$ cat config.mk
export PLATFORM = sky130hd
export DESIGN_NAME = i2c_bus_clear_recovery
export DESIGN_NICKNAME = d
export VERILOG_FILES = /design/src/i2cbc_pkg.sv /design/src/i2cbc_cfg_regs.sv /design/src/i2c_bus_clear_recovery.sv
export SDC_FILE = /design/constraint.sdc
export NUM_CORES = 1
export LEC_CHECK = 0
export ABC_AREA = 1
export BUFFER_PORTS_ARGS = -buffer_cell sky130_fd_sc_hd__buf_2
export CORE_MARGIN = 2
export CORE_UTILIZATION = 65
export DETAILED_ROUTE_END_ITERATION = 16
export HOLD_SLACK_MARGIN = 0.06
export PLACE_DENSITY = 0.85
export SLEW_MARGIN = 15
export SYNTH_ARGS = -nofsm -noshare
export SYNTH_HDL_FRONTEND = slang
export SYNTH_SLANG_ARGS = --single-unit
export TNS_END_PERCENT = 50
$ cat constraint.sdc
create_clock -name i_clk -period 5.7 [get_ports i_clk]
set_clock_uncertainty 0.05 [all_clocks]
set_input_delay 0.285 -clock i_clk [delete_from_list [all_inputs] [get_ports i_clk]]
set_output_delay 0.285 -clock i_clk [all_outputs]
set_load 0.1 [all_outputs]
$ cat src/i2cbc_pkg.sv
// Shared types and constants for the I2C bus-clear sequencer.
// Used by i2cbc_cfg_regs and i2c_bus_clear_recovery; depends on nothing.
package i2cbc_pkg;

    localparam int HALF_W   = 16;
    localparam int POLL_W   = 20;
    localparam int PULSE_W  = 8;
    localparam int SPOLL_W  = 8;
    localparam int TIMER_W  = 20;
    localparam int CFG_W    = 20;
    localparam int CFG_IDX_W = 2;
    localparam int PHASE_W  = 3;
    localparam int STATUS_W = 2;

    // register indexes
    localparam logic [CFG_IDX_W-1:0] REG_HALF_PERIOD  = 2'd0;
    localparam logic [CFG_IDX_W-1:0] REG_STRETCH_POLL = 2'd1;
    localparam logic [CFG_IDX_W-1:0] REG_MAX_PULSES   = 2'd2;
    localparam logic [CFG_IDX_W-1:0] REG_MAX_POLLS    = 2'd3;

    // reset values
    localparam logic [HALF_W-1:0]  RST_HALF_PERIOD  = 16'd10;
    localparam logic [POLL_W-1:0]  RST_STRETCH_POLL = 20'd100000;
    localparam logic [PULSE_W-1:0] RST_MAX_PULSES   = 8'd20;
    localparam logic [SPOLL_W-1:0] RST_MAX_POLLS    = 8'd20;

    // sequence phases
    localparam logic [PHASE_W-1:0] PH_IDLE       = 3'd0;
    localparam logic [PHASE_W-1:0] PH_CHECK      = 3'd1;
    localparam logic [PHASE_W-1:0] PH_PULSE_LOW  = 3'd2;
    localparam logic [PHASE_W-1:0] PH_PULSE_HIGH = 3'd3;
    localparam logic [PHASE_W-1:0] PH_STRETCH    = 3'd4;
    localparam logic [PHASE_W-1:0] PH_STOP_LOW   = 3'd5;
    localparam logic [PHASE_W-1:0] PH_STOP_HIGH  = 3'd6;

    // completion codes
    localparam logic [STATUS_W-1:0] ST_CLEARED   = 2'd0;
    localparam logic [STATUS_W-1:0] ST_SCL_LOW   = 2'd1;
    localparam logic [STATUS_W-1:0] ST_STRETCH   = 2'd2;
    localparam logic [STATUS_W-1:0] ST_SDA_STUCK = 2'd3;

    // item kinds
    localparam logic KIND_TICK  = 1'b0;
    localparam logic KIND_START = 1'b1;

    typedef struct packed {
        logic [HALF_W-1:0]  half_period_ticks;
        logic [POLL_W-1:0]  stretch_poll_ticks;
        logic [PULSE_W-1:0] max_pulses;
        logic [SPOLL_W-1:0] max_stretch_polls;
    } t_cfg;

endpackage

$ cat src/i2cbc_cfg_regs.sv
// Configuration register bank of the I2C bus-clear sequencer.
// Depends on i2cbc_pkg; presents the registers as one t_cfg struct.
module i2cbc_cfg_regs (
    input  logic                            i_clk,
    input  logic                            i_rst_n,
    input  logic                            i_cfg_wr_en,
    input  logic [i2cbc_pkg::CFG_IDX_W-1:0] i_cfg_addr,
    input  logic [i2cbc_pkg::CFG_W-1:0]     i_cfg_wdata,
    output i2cbc_pkg::t_cfg                 o_cfg
);
    import i2cbc_pkg::*;

    t_cfg r_cfg;

    always_ff @(posedge i_clk) begin
        if (!i_rst_n) begin
            r_cfg.half_period_ticks  <= RST_HALF_PERIOD;
            r_cfg.stretch_poll_ticks <= RST_STRETCH_POLL;
            r_cfg.max_pulses         <= RST_MAX_PULSES;
            r_cfg.max_stretch_polls  <= RST_MAX_POLLS;
        end else if (i_cfg_wr_en) begin
            unique case (i_cfg_addr)
                REG_HALF_PERIOD:  r_cfg.half_period_ticks  <= i_cfg_wdata[HALF_W-1:0];
                REG_STRETCH_POLL: r_cfg.stretch_poll_ticks <= i_cfg_wdata[POLL_W-1:0];
                REG_MAX_PULSES:   r_cfg.max_pulses         <= i_cfg_wdata[PULSE_W-1:0];
                REG_MAX_POLLS:    r_cfg.max_stretch_polls  <= i_cfg_wdata[SPOLL_W-1:0];
                default: ;
            endcase
        end
    end

    assign o_cfg = r_cfg;

endmodule

$ cat src/i2c_bus_clear_recovery.sv
// Top level of the I2C bus-clear sequencer: phase machine and result register.
// Depends on i2cbc_pkg and i2cbc_cfg_regs.
//
//  channel   direction  tdata (low bit up)                             tuser / tlast
//  s_axis    in         sda_level, scl_level, 6'b0                     tuser: kind
//  m_axis    out        scl_drive_low, sda_drive_low, busy_res,        tlast: done_res
//                       status[1:0], 3'b0
//  cfg       in         write port, index 0..3, 20-bit data            -
//
// One transaction in gives one transaction out, in the cycle after it is taken; a
// transaction is taken every cycle while the output is not stalled. The phase machine
// updates on the accepting edge and its result is held in a single output register,
// so input is taken whenever that register is empty or being emptied. Reset is
// synchronous and clears the phase, timer, counters, status and output valid.
module i2c_bus_clear_recovery (
    input  logic                            i_clk,
    input  logic                            i_rst_n,
    input  logic                            s_axis_tvalid,
    output logic                            s_axis_tready,
    input  logic [7:0]                      s_axis_tdata,  // sda_level, scl_level
    input  logic                            s_axis_tuser,  // kind
    output logic                            m_axis_tvalid,
    input  logic                            m_axis_tready,
    // scl_drive_low, sda_drive_low, busy_res, status[1:0]
    output logic [7:0]                      m_axis_tdata,
    output logic                            m_axis_tlast,  // done_res
    input  logic                            i_cfg_wr_en,
    input  logic [i2cbc_pkg::CFG_IDX_W-1:0] i_cfg_addr,
    input  logic [i2cbc_pkg::CFG_W-1:0]     i_cfg_wdata
);
    import i2cbc_pkg::*;

    t_cfg cfg;

    i2cbc_cfg_regs u_cfg (
        .i_clk       (i_clk),
        .i_rst_n     (i_rst_n),
        .i_cfg_wr_en (i_cfg_wr_en),
        .i_cfg_addr  (i_cfg_addr),
        .i_cfg_wdata (i_cfg_wdata),
        .o_cfg       (cfg)
    );

    logic [PHASE_W-1:0]  r_phase,  n_phase;
    logic [TIMER_W-1:0]  r_timer,  n_timer;
    logic [PULSE_W-1:0]  r_pulses, n_pulses;
    logic [SPOLL_W-1:0]  r_polls,  n_polls;
    logic [STATUS_W-1:0] r_status, n_status;
    logic                n_done;
    logic                r_out_valid;
    logic [7:0]          r_out_data;
    logic                r_out_last;

    logic                kind, sda, scl, expired, accept;
    logic [TIMER_W-1:0]  half_load, poll_load;
    logic [PULSE_W-1:0]  pulses_seen;
    logic [SPOLL_W-1:0]  polls_dec;

    assign kind      = s_axis_tuser;
    assign sda       = s_axis_tdata[0];
    assign scl       = s_axis_tdata[1];
    assign expired   = (r_timer <= TIMER_W'(1));
    assign half_load = TIMER_W'(cfg.half_period_ticks);
    assign poll_load = cfg.stretch_poll_ticks;
    assign polls_dec = r_polls - SPOLL_W'(1);

    assign s_axis_tready = !r_out_valid || m_axis_tready;
    assign accept        = s_axis_tvalid && s_axis_tready;

    always_comb begin
        n_phase     = r_phase;
        n_timer     = r_timer;
        n_pulses    = r_pulses;
        n_polls     = r_polls;
        n_status    = r_status;
        n_done      = 1'b0;
        pulses_seen = r_pulses;

        if (kind == KIND_START) begin
            if (r_phase == PH_IDLE) begin
                n_phase = PH_CHECK;
                n_timer = '0;
            end
        end else begin
            unique case (r_phase) inside
                PH_IDLE: ;
                PH_CHECK: begin
                    if (!scl) begin
                        n_phase  = PH_IDLE;
                        n_timer  = '0;
                        n_status = ST_SCL_LOW;
                        n_done   = 1'b1;
                    end else begin
                        // reload the pulse budget before the SDA decision
                        pulses_seen = cfg.max_pulses;
                        n_pulses    = cfg.max_pulses;
                        n_phase     = PH_PULSE_HIGH; // marker, resolved below
                    end
                end
                PH_PULSE_LOW, PH_STOP_LOW: begin
                    if (expired) begin
                        n_phase = (r_phase == PH_PULSE_LOW) ? PH_PULSE_HIGH : PH_STOP_HIGH;
                        n_timer = half_load;
                    end else begin
                        n_timer = r_timer - TIMER_W'(1);
                    end
                end
                PH_PULSE_HIGH: begin
                    if (!expired) begin
                        n_timer = r_timer - TIMER_W'(1);
                    end else if (!scl) begin
                        if (cfg.max_stretch_polls == '0) begin
                            n_phase  = PH_IDLE;
                            n_timer  = '0;
                            n_status = ST_STRETCH;
                            n_done   = 1'b1;
                        end else begin
                            n_polls = cfg.max_stretch_polls;
                            n_phase = PH_STRETCH;
                            n_timer = poll_load;
                        end
                    end
                end
                PH_STRETCH: begin
                    if (!expired) begin
                        n_timer = r_timer - TIMER_W'(1);
                    end else begin
                        n_polls = polls_dec;
                        if (!scl) begin
                            if (polls_dec == '0) begin
                                n_phase  = PH_IDLE;
                                n_timer  = '0;
                                n_status = ST_STRETCH;
                                n_done   = 1'b1;
                            end else begin
                                n_timer = poll_load;
                            end
                        end
                    end
                end
                PH_STOP_HIGH: begin
                    if (expired) begin
                        n_phase  = PH_IDLE;
                        n_timer  = '0;
                        n_status = ST_CLEARED;
                        n_done   = 1'b1;
                    end else begin
                        n_timer = r_timer - TIMER_W'(1);
                    end
                end
                default: n_phase = PH_IDLE;
            endcase

            // SCL seen high at a check, a pulse end or a poll: decide on SDA
            if (((r_phase == PH_CHECK) && scl) ||
                (((r_phase == PH_PULSE_HIGH) || (r_phase == PH_STRETCH)) && expired && scl))
            begin
                if (sda) begin
                    n_phase = PH_STOP_LOW;
                    n_timer = half_load;
                end else if (pulses_seen != '0) begin
                    n_pulses = pulses_seen - PULSE_W'(1);
                    n_phase  = PH_PULSE_LOW;
                    n_timer  = half_load;
                end else begin
                    n_phase  = PH_IDLE;
                    n_timer  = '0;
                    n_status = ST_SDA_STUCK;
                    n_done   = 1'b1;
                end
            end
        end
    end

    always_ff @(posedge i_clk) begin
        if (!i_rst_n) begin
            r_phase     <= PH_IDLE;
            r_timer     <= '0;
            r_pulses    <= '0;
            r_polls     <= '0;
            r_status    <= ST_CLEARED;
            r_out_valid <= 1'b0;
        end else begin
            if (accept) begin
                r_phase  <= n_phase;
                r_timer  <= n_timer;
                r_pulses <= n_pulses;
                r_polls  <= n_polls;
                r_status <= n_status;
            end
            if (accept) begin
                r_out_valid <= 1'b1;
            end else if (m_axis_tready) begin
                r_out_valid <= 1'b0;
            end
        end
    end

    // payload register: hold while the result is stalled
    always_ff @(posedge i_clk) begin
        if (accept) begin
            r_out_data <= {3'b000, n_status, (n_phase != PH_IDLE),
                           (n_phase == PH_STOP_LOW), (n_phase == PH_PULSE_LOW)};
            r_out_last <= n_done;
        end
    end

    assign m_axis_tvalid = r_out_valid;
    assign m_axis_tdata  = r_out_data;
    assign m_axis_tlast  = r_out_last;

endmodule
==> metrics.yaml, run 1 <==
worst_setup_path:
  critPathCaptureType: "flop"
  cp.required_ps: 5910
  cp_slowest_stage_delay_ps: 840
  slowest_stage: "nor3_2"
  worst-path-buf-inv: 1
  crit_start: "r_phase[2]$_SDFFE_PN0P_"
  crit-reg2reg-launch: "r_phase[2]$_SDFFE_PN0P_"
  crit_path_start_kind: "flop"
  cp_top_family: "simple AND/OR/NAND/NOR gates"
  crit_fanout: 21
  crit_type: "flop to flop"
  cp.arrival_ps: 3960
  crit_chain: "inv_8, nand3_1, nand2_1, nor3_2, nand3_1, nand2_1, nor2_1, o21ai_1, a21oi_1"
logic_synthesis:
  ys_warn_count: 0
  synth_ff_type: "dfxtp_1"
  synth_cell_types: 45
  ys_ff_latch: 100
  async_flop_share_pct: 0
  yosysSeqAreaShare_pct: 32.5
  synth.avg_cell_area_um2: 6.55
  synthTopCellsByArea: "dfxtp_1 (30%), nand2_1 (15%), nor2_1 (7.1%), a21oi_1 (6.2%), o21ai_0 (5.4%)"
  synth_area_leader_cell: "dfxtp_1"
  syn-cell-area_um2: 6340
  synthCells: 967
  synth_edf_count: 6
  synth_top_area_share_pct: 29.7
grt:
  gr-total-overflow: 0
  grt_pass1_wl_um: 25000
  grt_max_degree: 61
  grt_pass1_vias: 5137
  track_usage_pct: 30.2
  grt_antenna_before_repair: 0
floorplan:
  core_um2: 9590
  die_x_um: 103
  dieArea_um2: 10600
  start_util_pct: 66.0
  ioPinCount: 47
  row_count: 36
  die_h_um: 103
drt:
  vias_per_cell: 5.53
  route.detailed.drc: 0
  drtIter0Drc: 552
  vias: 6161
  wl_per_cell_um: 13.8
  wl_um: 15400
  ant_nets: 0
  dr.pass1.iters: 6
cts:
  path_clk_slew_ps: 100
  post_cts.repair.setup_buffers: 0
  clk_latency_ps: 380
  cts_buffer_depth: 2
  htreeDepth: 3
  holdBufCountCts: 0
  root_buffer: "clkbuf_8"
  numCtsBuffers: 9
  cts_sinks: 100
  cts-resized-gates: 0
  cts_tree: "yes"
placed_design:
  dp.final_hpwl_um: 10800
  gp_congestion: 0.919
  port_buffers: 37
  preCtsSetupSlack_ps: 2090
timing:
  max_slew_margin_pct: 39.7
  final-hold-violation-count: 0
  final-setup-viol-count: 0
  max_freq_mhz: 266
  timing.final.ws_setup_ps: 1950
  finalSetupTns_ps: 0
  layout_min_cycle_time_ps: 3750
  finalMaxSlewViolations: 0
  worst_pin_slew_ps: 904
  post-route-period-util_pct: 65.8
  hold_ws_ps: 69.7
  rsz0062_at_grt: "no"
cells_and_area:
  drive_gt1_share_pct: 14.3
  final_util_pct: 69.3
  area_delta_synth_final_pct: 4.88
  fin_nets: 1018
  n_antenna_cell: 0
power:
  ir_drop_mv: 0.175
  powerDensity_nw_per_um2: 284
  power_w: 0.00189
  p_leak_nw: 3.18
status:
  run_status: "complete, no violations"
run:
  maxCapViolations: 0
min_path:
  min_from: "i_cfg_wdata[16]"
  min_path_type: "primary input to flop"
-- flip-flops by register name, indices dropped and copies added, names as in the netlist --
| name | count |
|---|---|
| r_status | 2 |
| u_cfg.o_cfg | 52 |
| m_axis_tdata | 5 |
| m_axis_tlast | 1 |
| m_axis_tvalid | 1 |
| r_polls | 8 |
| r_phase | 3 |
| r_pulses | 8 |
| r_timer | 20 |
-- synthesized netlist by cell type, types with 5 or more instances --
cell type and number:
o21ai_0 68, buf_2 10, edfxtp_1 6, buf_6 6, a21oi_1 78, clkbuf_1 20
buf_4 7, o211ai_1 5, dfxtp_1 94, a21oi_2 12, nor3_1 7, nand3_1 57
inv_1 87, nand2_1 254, nand2_2 25, nand4_1 13, inv_2 5, ha_1 6
xor2_1 12, nor2_1 120, o21ai_1 10, nor2_4 20
-- routing by layer --
| metal | track usage (%) | part of all wire (%) | vias to the layer above |
|---|---|---|---|
| met4 | 9.41 | 1.3 | 0 |
| met1 | 45.8 | 46 | 2734 |
| li1 | - | - | 3132 |
| met3 | 3.66 | 9.5 | 24 |
| met2 | 44.7 | 43 | 271 |
| met5 | 0 | 0 | - |
-- metrics by stage --
stage	instances	area, um^2
after floorplan	969	6340
after global placement	1098	6450
after detailed placement	1098	6450
after CTS	1114	6650
after global routing	1114	6650
final	1114	6650
-- worst paths after layout --
kind                                   to  slack, ps  depth (start not counted)
max              r_timer[17]$_SDFFE_PN0P_       1950                          9
min          u_cfg.o_cfg[32]$_SDFFE_PN1P_         70                          3
max reg2reg      r_timer[17]$_SDFFE_PN0P_       1950                          9
min reg2reg   u_cfg.o_cfg[8]$_SDFFE_PN0P_        410                          2
-- power by group --
group          switching (W)  internal [W]
Clock               0.000277      0.000180
Sequential         0.0000295      0.000742
Combinational       0.000468      0.000189
Total               0.000774       0.00111
-- placed cells by master, fill, tap and decap left out, types with 2 or more instances in the layout --
master	Yosys	routed
a211oi_1	3	3
a21oi_1	78	78
a21oi_2	12	12
a31oi_1	4	4
buf_2	10	37
buf_4	7	3
clkbuf_8	0	10
clkinvlp_4	0	2
conb_1	1	3
dfxtp_1	94	94
edfxtp_1	6	6
ha_1	6	6
inv_1	87	87
inv_2	5	5
inv_6	0	2
inv_8	1	3
nand2_1	254	254
nand2_2	25	25
nand2_4	4	4
nand3_1	57	57
nand3_2	4	4
nand3_4	2	2
nand3b_1	2	2
nand4_1	13	13
nor2_1	120	120
nor2_2	4	4
nor2_4	20	20
nor3_1	7	7
nor3_2	2	2
o211ai_1	5	5
o21ai_0	68	68
o21ai_1	10	10
o21bai_1	3	3
xnor2_1	4	4
xor2_1	12	12
-- cells by family after synthesis --
kind of cell / count (synthesis) / synth area share, %
compound gates: 186 / 16.1
xor+xnor: 16 / 2.21
fa+ha+maj: 6 / 1.18
buf+inv: 140 / 10.1
flops: 100 / 32.5
other cells: 1 / 0.0592
simple gates: 518 / 37.9
-- worst reg2reg max path: stages, from the launching register on --
cell,delay (ps)
dfxtp_1,710
inv_8,70
nand3_1,120
nand2_1,440
nor3_2,840
nand3_1,310
nand2_1,660
nor2_1,230
o21ai_1,130
a21oi_1,70
-- cell type report --
cell class | count | area, um^2
multi-input combinational | 729 | 3640
fill | 828 | 2950
sequential | 100 | 2060
inverter | 96 | 372
timing repair buffer | 40 | 208
tap | 133 | 166
clock buffer | 10 | 138
clock inverter | 6 | 55.1
Note: power is estimated with default switching activity, not from simulation.
==> run 2, diff against run 1 <==
--- a/config.mk
+++ b/config.mk
@@ -5,13 +5,13 @@
 export SDC_FILE = /design/constraint.sdc
 export NUM_CORES = 1
 export LEC_CHECK = 0
-export ABC_AREA = 1
+export ABC_AREA = 0
 export BUFFER_PORTS_ARGS = -buffer_cell sky130_fd_sc_hd__buf_2
 export CORE_MARGIN = 2
-export CORE_UTILIZATION = 65
+export CORE_UTILIZATION = 60
 export DETAILED_ROUTE_END_ITERATION = 16
 export HOLD_SLACK_MARGIN = 0.06
-export PLACE_DENSITY = 0.85
+export PLACE_DENSITY = 0.8
 export SLEW_MARGIN = 15
 export SYNTH_ARGS = -nofsm -noshare
 export SYNTH_HDL_FRONTEND = slang
==> constraint.sdc (replaced) <==
create_clock -name i_clk -period 3.65 [get_ports i_clk]
set_clock_uncertainty 0.05 [all_clocks]
set_input_delay 0.1825 -clock i_clk [delete_from_list [all_inputs] [get_ports i_clk]]
set_output_delay 0.1825 -clock i_clk [all_outputs]
set_load 0.1 [all_outputs]
==> metrics.yaml, run 2 <==
status:
  run_status: "complete, no violations"
grt:
  track_usage_pct: 30.6
  gr-total-overflow: 0
  grt_antenna_before_repair: 0
  grt_max_degree: 45
  grt_pass1_wl_um: 25400
  grt_pass1_vias: 5337
logic_synthesis:
  async_flop_share_pct: 0
  synth_edf_count: 6
  syn-cell-area_um2: 5710
  synth.avg_cell_area_um2: 7.47
  yosysSeqAreaShare_pct: 36.1
  synthTopCellsByArea: "dfxtp_1 (33%), nand2_1 (10%), a21oi_1 (5.8%), o21ai_0 (4.1%), clkbuf_1 (3.4%)"
  ys_ff_latch: 100
  synth_cell_types: 66
  synthCells: 764
  synth_commonest_cells: "nand2_1 (158), dfxtp_1 (94), a21oi_1 (66), clkbuf_1 (51), nor2_1 (48)"
  ys_warn_count: 0
  yosysMostFrequentCell: "nand2_1"
  synth_top_area_share_pct: 33.0
  synth_ff_type: "dfxtp_1"
  synth_area_leader_cell: "dfxtp_1"
placed_design:
  dp.final_hpwl_um: 10700
  gp_congestion: 0.933
  placed_area_um2: 5970
  port_buffers: 37
power:
  seq_power_share_pct: 50.3
  p_leak_nw: 2.38
  ir_drop_mv: 0.258
  intPower_w: 0.00155
  clkPwrFrac_pct: 29.5
  switching_share_pct: 32.9
  power_w: 0.00231
  power.switching_w: 0.000763
  powerDensity_nw_per_um2: 364
  pwr-share-comb_pct: 20.2
worst_setup_path:
  slowest_stage: "or4b_4"
  crit-reg2reg-launch: "r_timer[4]$_SDFFE_PN0P_"
  crit_type: "flop to flop"
  crit_fanout: 21
  cp.arrival_ps: 3390
  crit_path_start_kind: "flop"
  cp.required_ps: 3720
  cp_slowest_stage_delay_ps: 650
  crit_start: "r_timer[4]$_SDFFE_PN0P_"
  endpoint: "m_axis_tdata[2]$_DFFE_PP_"
  worst-path-buf-inv: 0
  crit_chain: "or4_4, or4b_4, or2_2, maj3_1, o21ai_0, o21a_1, nand4_1"
  cp_top_family: "simple AND/OR/NAND/NOR gates"
  r2r-end: "m_axis_tdata[2]$_DFFE_PP_"
  rrSetupSlack_ps: 330
  cp.depth: 7
  critPathCaptureType: "flop"
  r2r_cells: 7
drt:
  dr.pass1.iters: 7
  ant_nets: 0
  drtIter0Drc: 451
  wl_per_cell_um: 16.6
  vias_per_cell: 6.30
  route.detailed.drc: 0
  vias: 5856
  wl_um: 15400
cts:
  root_buffer: "clkbuf_8"
  htreeDepth: 3
  post_cts.repair.setup_buffers: 0
  cts_buffer_depth: 2
  path_clk_slew_ps: 110
  numCtsBuffers: 9
  clk_latency_ps: 380
  cts-resized-gates: 0
  cts_tree: "yes"
  holdBufCountCts: 21
  cts_sinks: 100
floorplan:
  core_um2: 9240
  die_x_um: 102
  start_util_pct: 61.8
  ioPinCount: 47
  row_count: 35
  die_h_um: 102
  dieArea_um2: 10300
timing:
  max_slew_margin_pct: 44.6
  finalMaxSlewViolations: 0
  final-hold-violation-count: 0
  layout_min_cycle_time_ps: 3320
  final-setup-viol-count: 0
  post-route-period-util_pct: 91.0
  max_freq_mhz: 301
  rsz0062_at_grt: "no"
  finalSetupTns_ps: 0
  worst_pin_slew_ps: 829
cells_and_area:
  fin_nets: 838
  drive_gt1_share_pct: 10.9
  largest_reg_flops: 52
  layout_common_cells: "nand2_1 (158), dfxtp_1 (94), a21oi_1 (66)"
  layout_commonest_cell: "nand2_1"
  n_antenna_cell: 0
  area_delta_synth_final_pct: 11.5
  nFillCells: 769
  final_design_area_no_fill_um2: 6370
min_path:
  min_path_type: "primary input to flop"
run:
  maxCapViolations: 0
## run 2: changes by cell type after synthesis, sizes merged, moves of 29 or more
cell,before,now
inv,94,13
o21ai,79,50
nor2,144,48
nand2,283,159
clkbuf,20,51
nand3,63,32
## run 2: worst min-delay path by stage
stage                          from                      endpoint  slack [ps]  cells past startpoint
finish                m_axis_tready    m_axis_tvalid$_SDFFE_PN0P_          70                      3
global placement    i_cfg_wdata[10]  u_cfg.o_cfg[26]$_SDFFE_PN1P_         360                      3
floorplan            i_cfg_wdata[2]  u_cfg.o_cfg[10]$_SDFFE_PN1P_         260                      2
CTS                   m_axis_tready    m_axis_tvalid$_SDFFE_PN0P_          70                      3
detailed placement  i_cfg_wdata[15]  u_cfg.o_cfg[31]$_SDFFE_PN1P_         370                      3
global route          m_axis_tready    m_axis_tvalid$_SDFFE_PN0P_         110                      3
## run 2: layer usage
metal | GRT usage [%] | share of wire [%] | vias to the layer above
met1 | 42.8 | 44 | 2721
li1 | - | - | 2809
met3 | 4.35 | 8.1 | 31
met2 | 48.8 | 46 | 295
met5 | 0 | 0 | -
met4 | 10.2 | 1.8 | 0
## run 2: area by class of cell
cell class	count	area (um^2)	area share, %
Clock buffer	10	128	2.00
Clock inverter	6	57.6	0.904
Inverter	14	52.6	0.825
Multi-Input combinational cell	595	3380	53.0
Sequential cell	100	2060	32.4
Tap cell	129	161	2.53
Timing Repair Buffer	76	531	8.33
## run 2: cells by family after synthesis
group	count (synthesis)	synth area share, %
fa+ha+maj	7	1.49
xor+xnor	20	3.07
mux	6	1.05
flops	100	36.1
simple gates	342	28.5
other cells	1	0.0657
compound gates	217	24.6
buf+inv	71	5.15
## run 2: power groups by stage
| stage | combinational (W) | clock [W] | sequential, W |
|---|---|---|---|
| floorplan | 0.000291 | 0 | 0.00122 |
| global placement | 0.000426 | 0 | 0.00119 |
| detailed placement | 0.000438 | 0 | 0.00119 |
| CTS | 0.000457 | 0.000687 | 0.00116 |
| global route | 0.000508 | 0.000729 | 0.00117 |
| finish | 0.000468 | 0.000684 | 0.00116 |
## run 2: tightest hold or removal path, stage by stage
cell and delay (ps):
buf_2 70, nand2b_1 130, a21oi_1 70
## run 2: through the flow
step / cells / setup slack (ps) / hold slack [ps] / util [%]
floorplan: 766 / 222 / 256 / -
global placement: 893 / 441 / 359 / 64.6
detailed placement: 893 / 370 / 372 / 64.6
CTS: 930 / 349 / 67.1 / 68.9
global route: 930 / 146 / 107 / 68.9
finish: 930 / 327 / 66.9 / 68.9
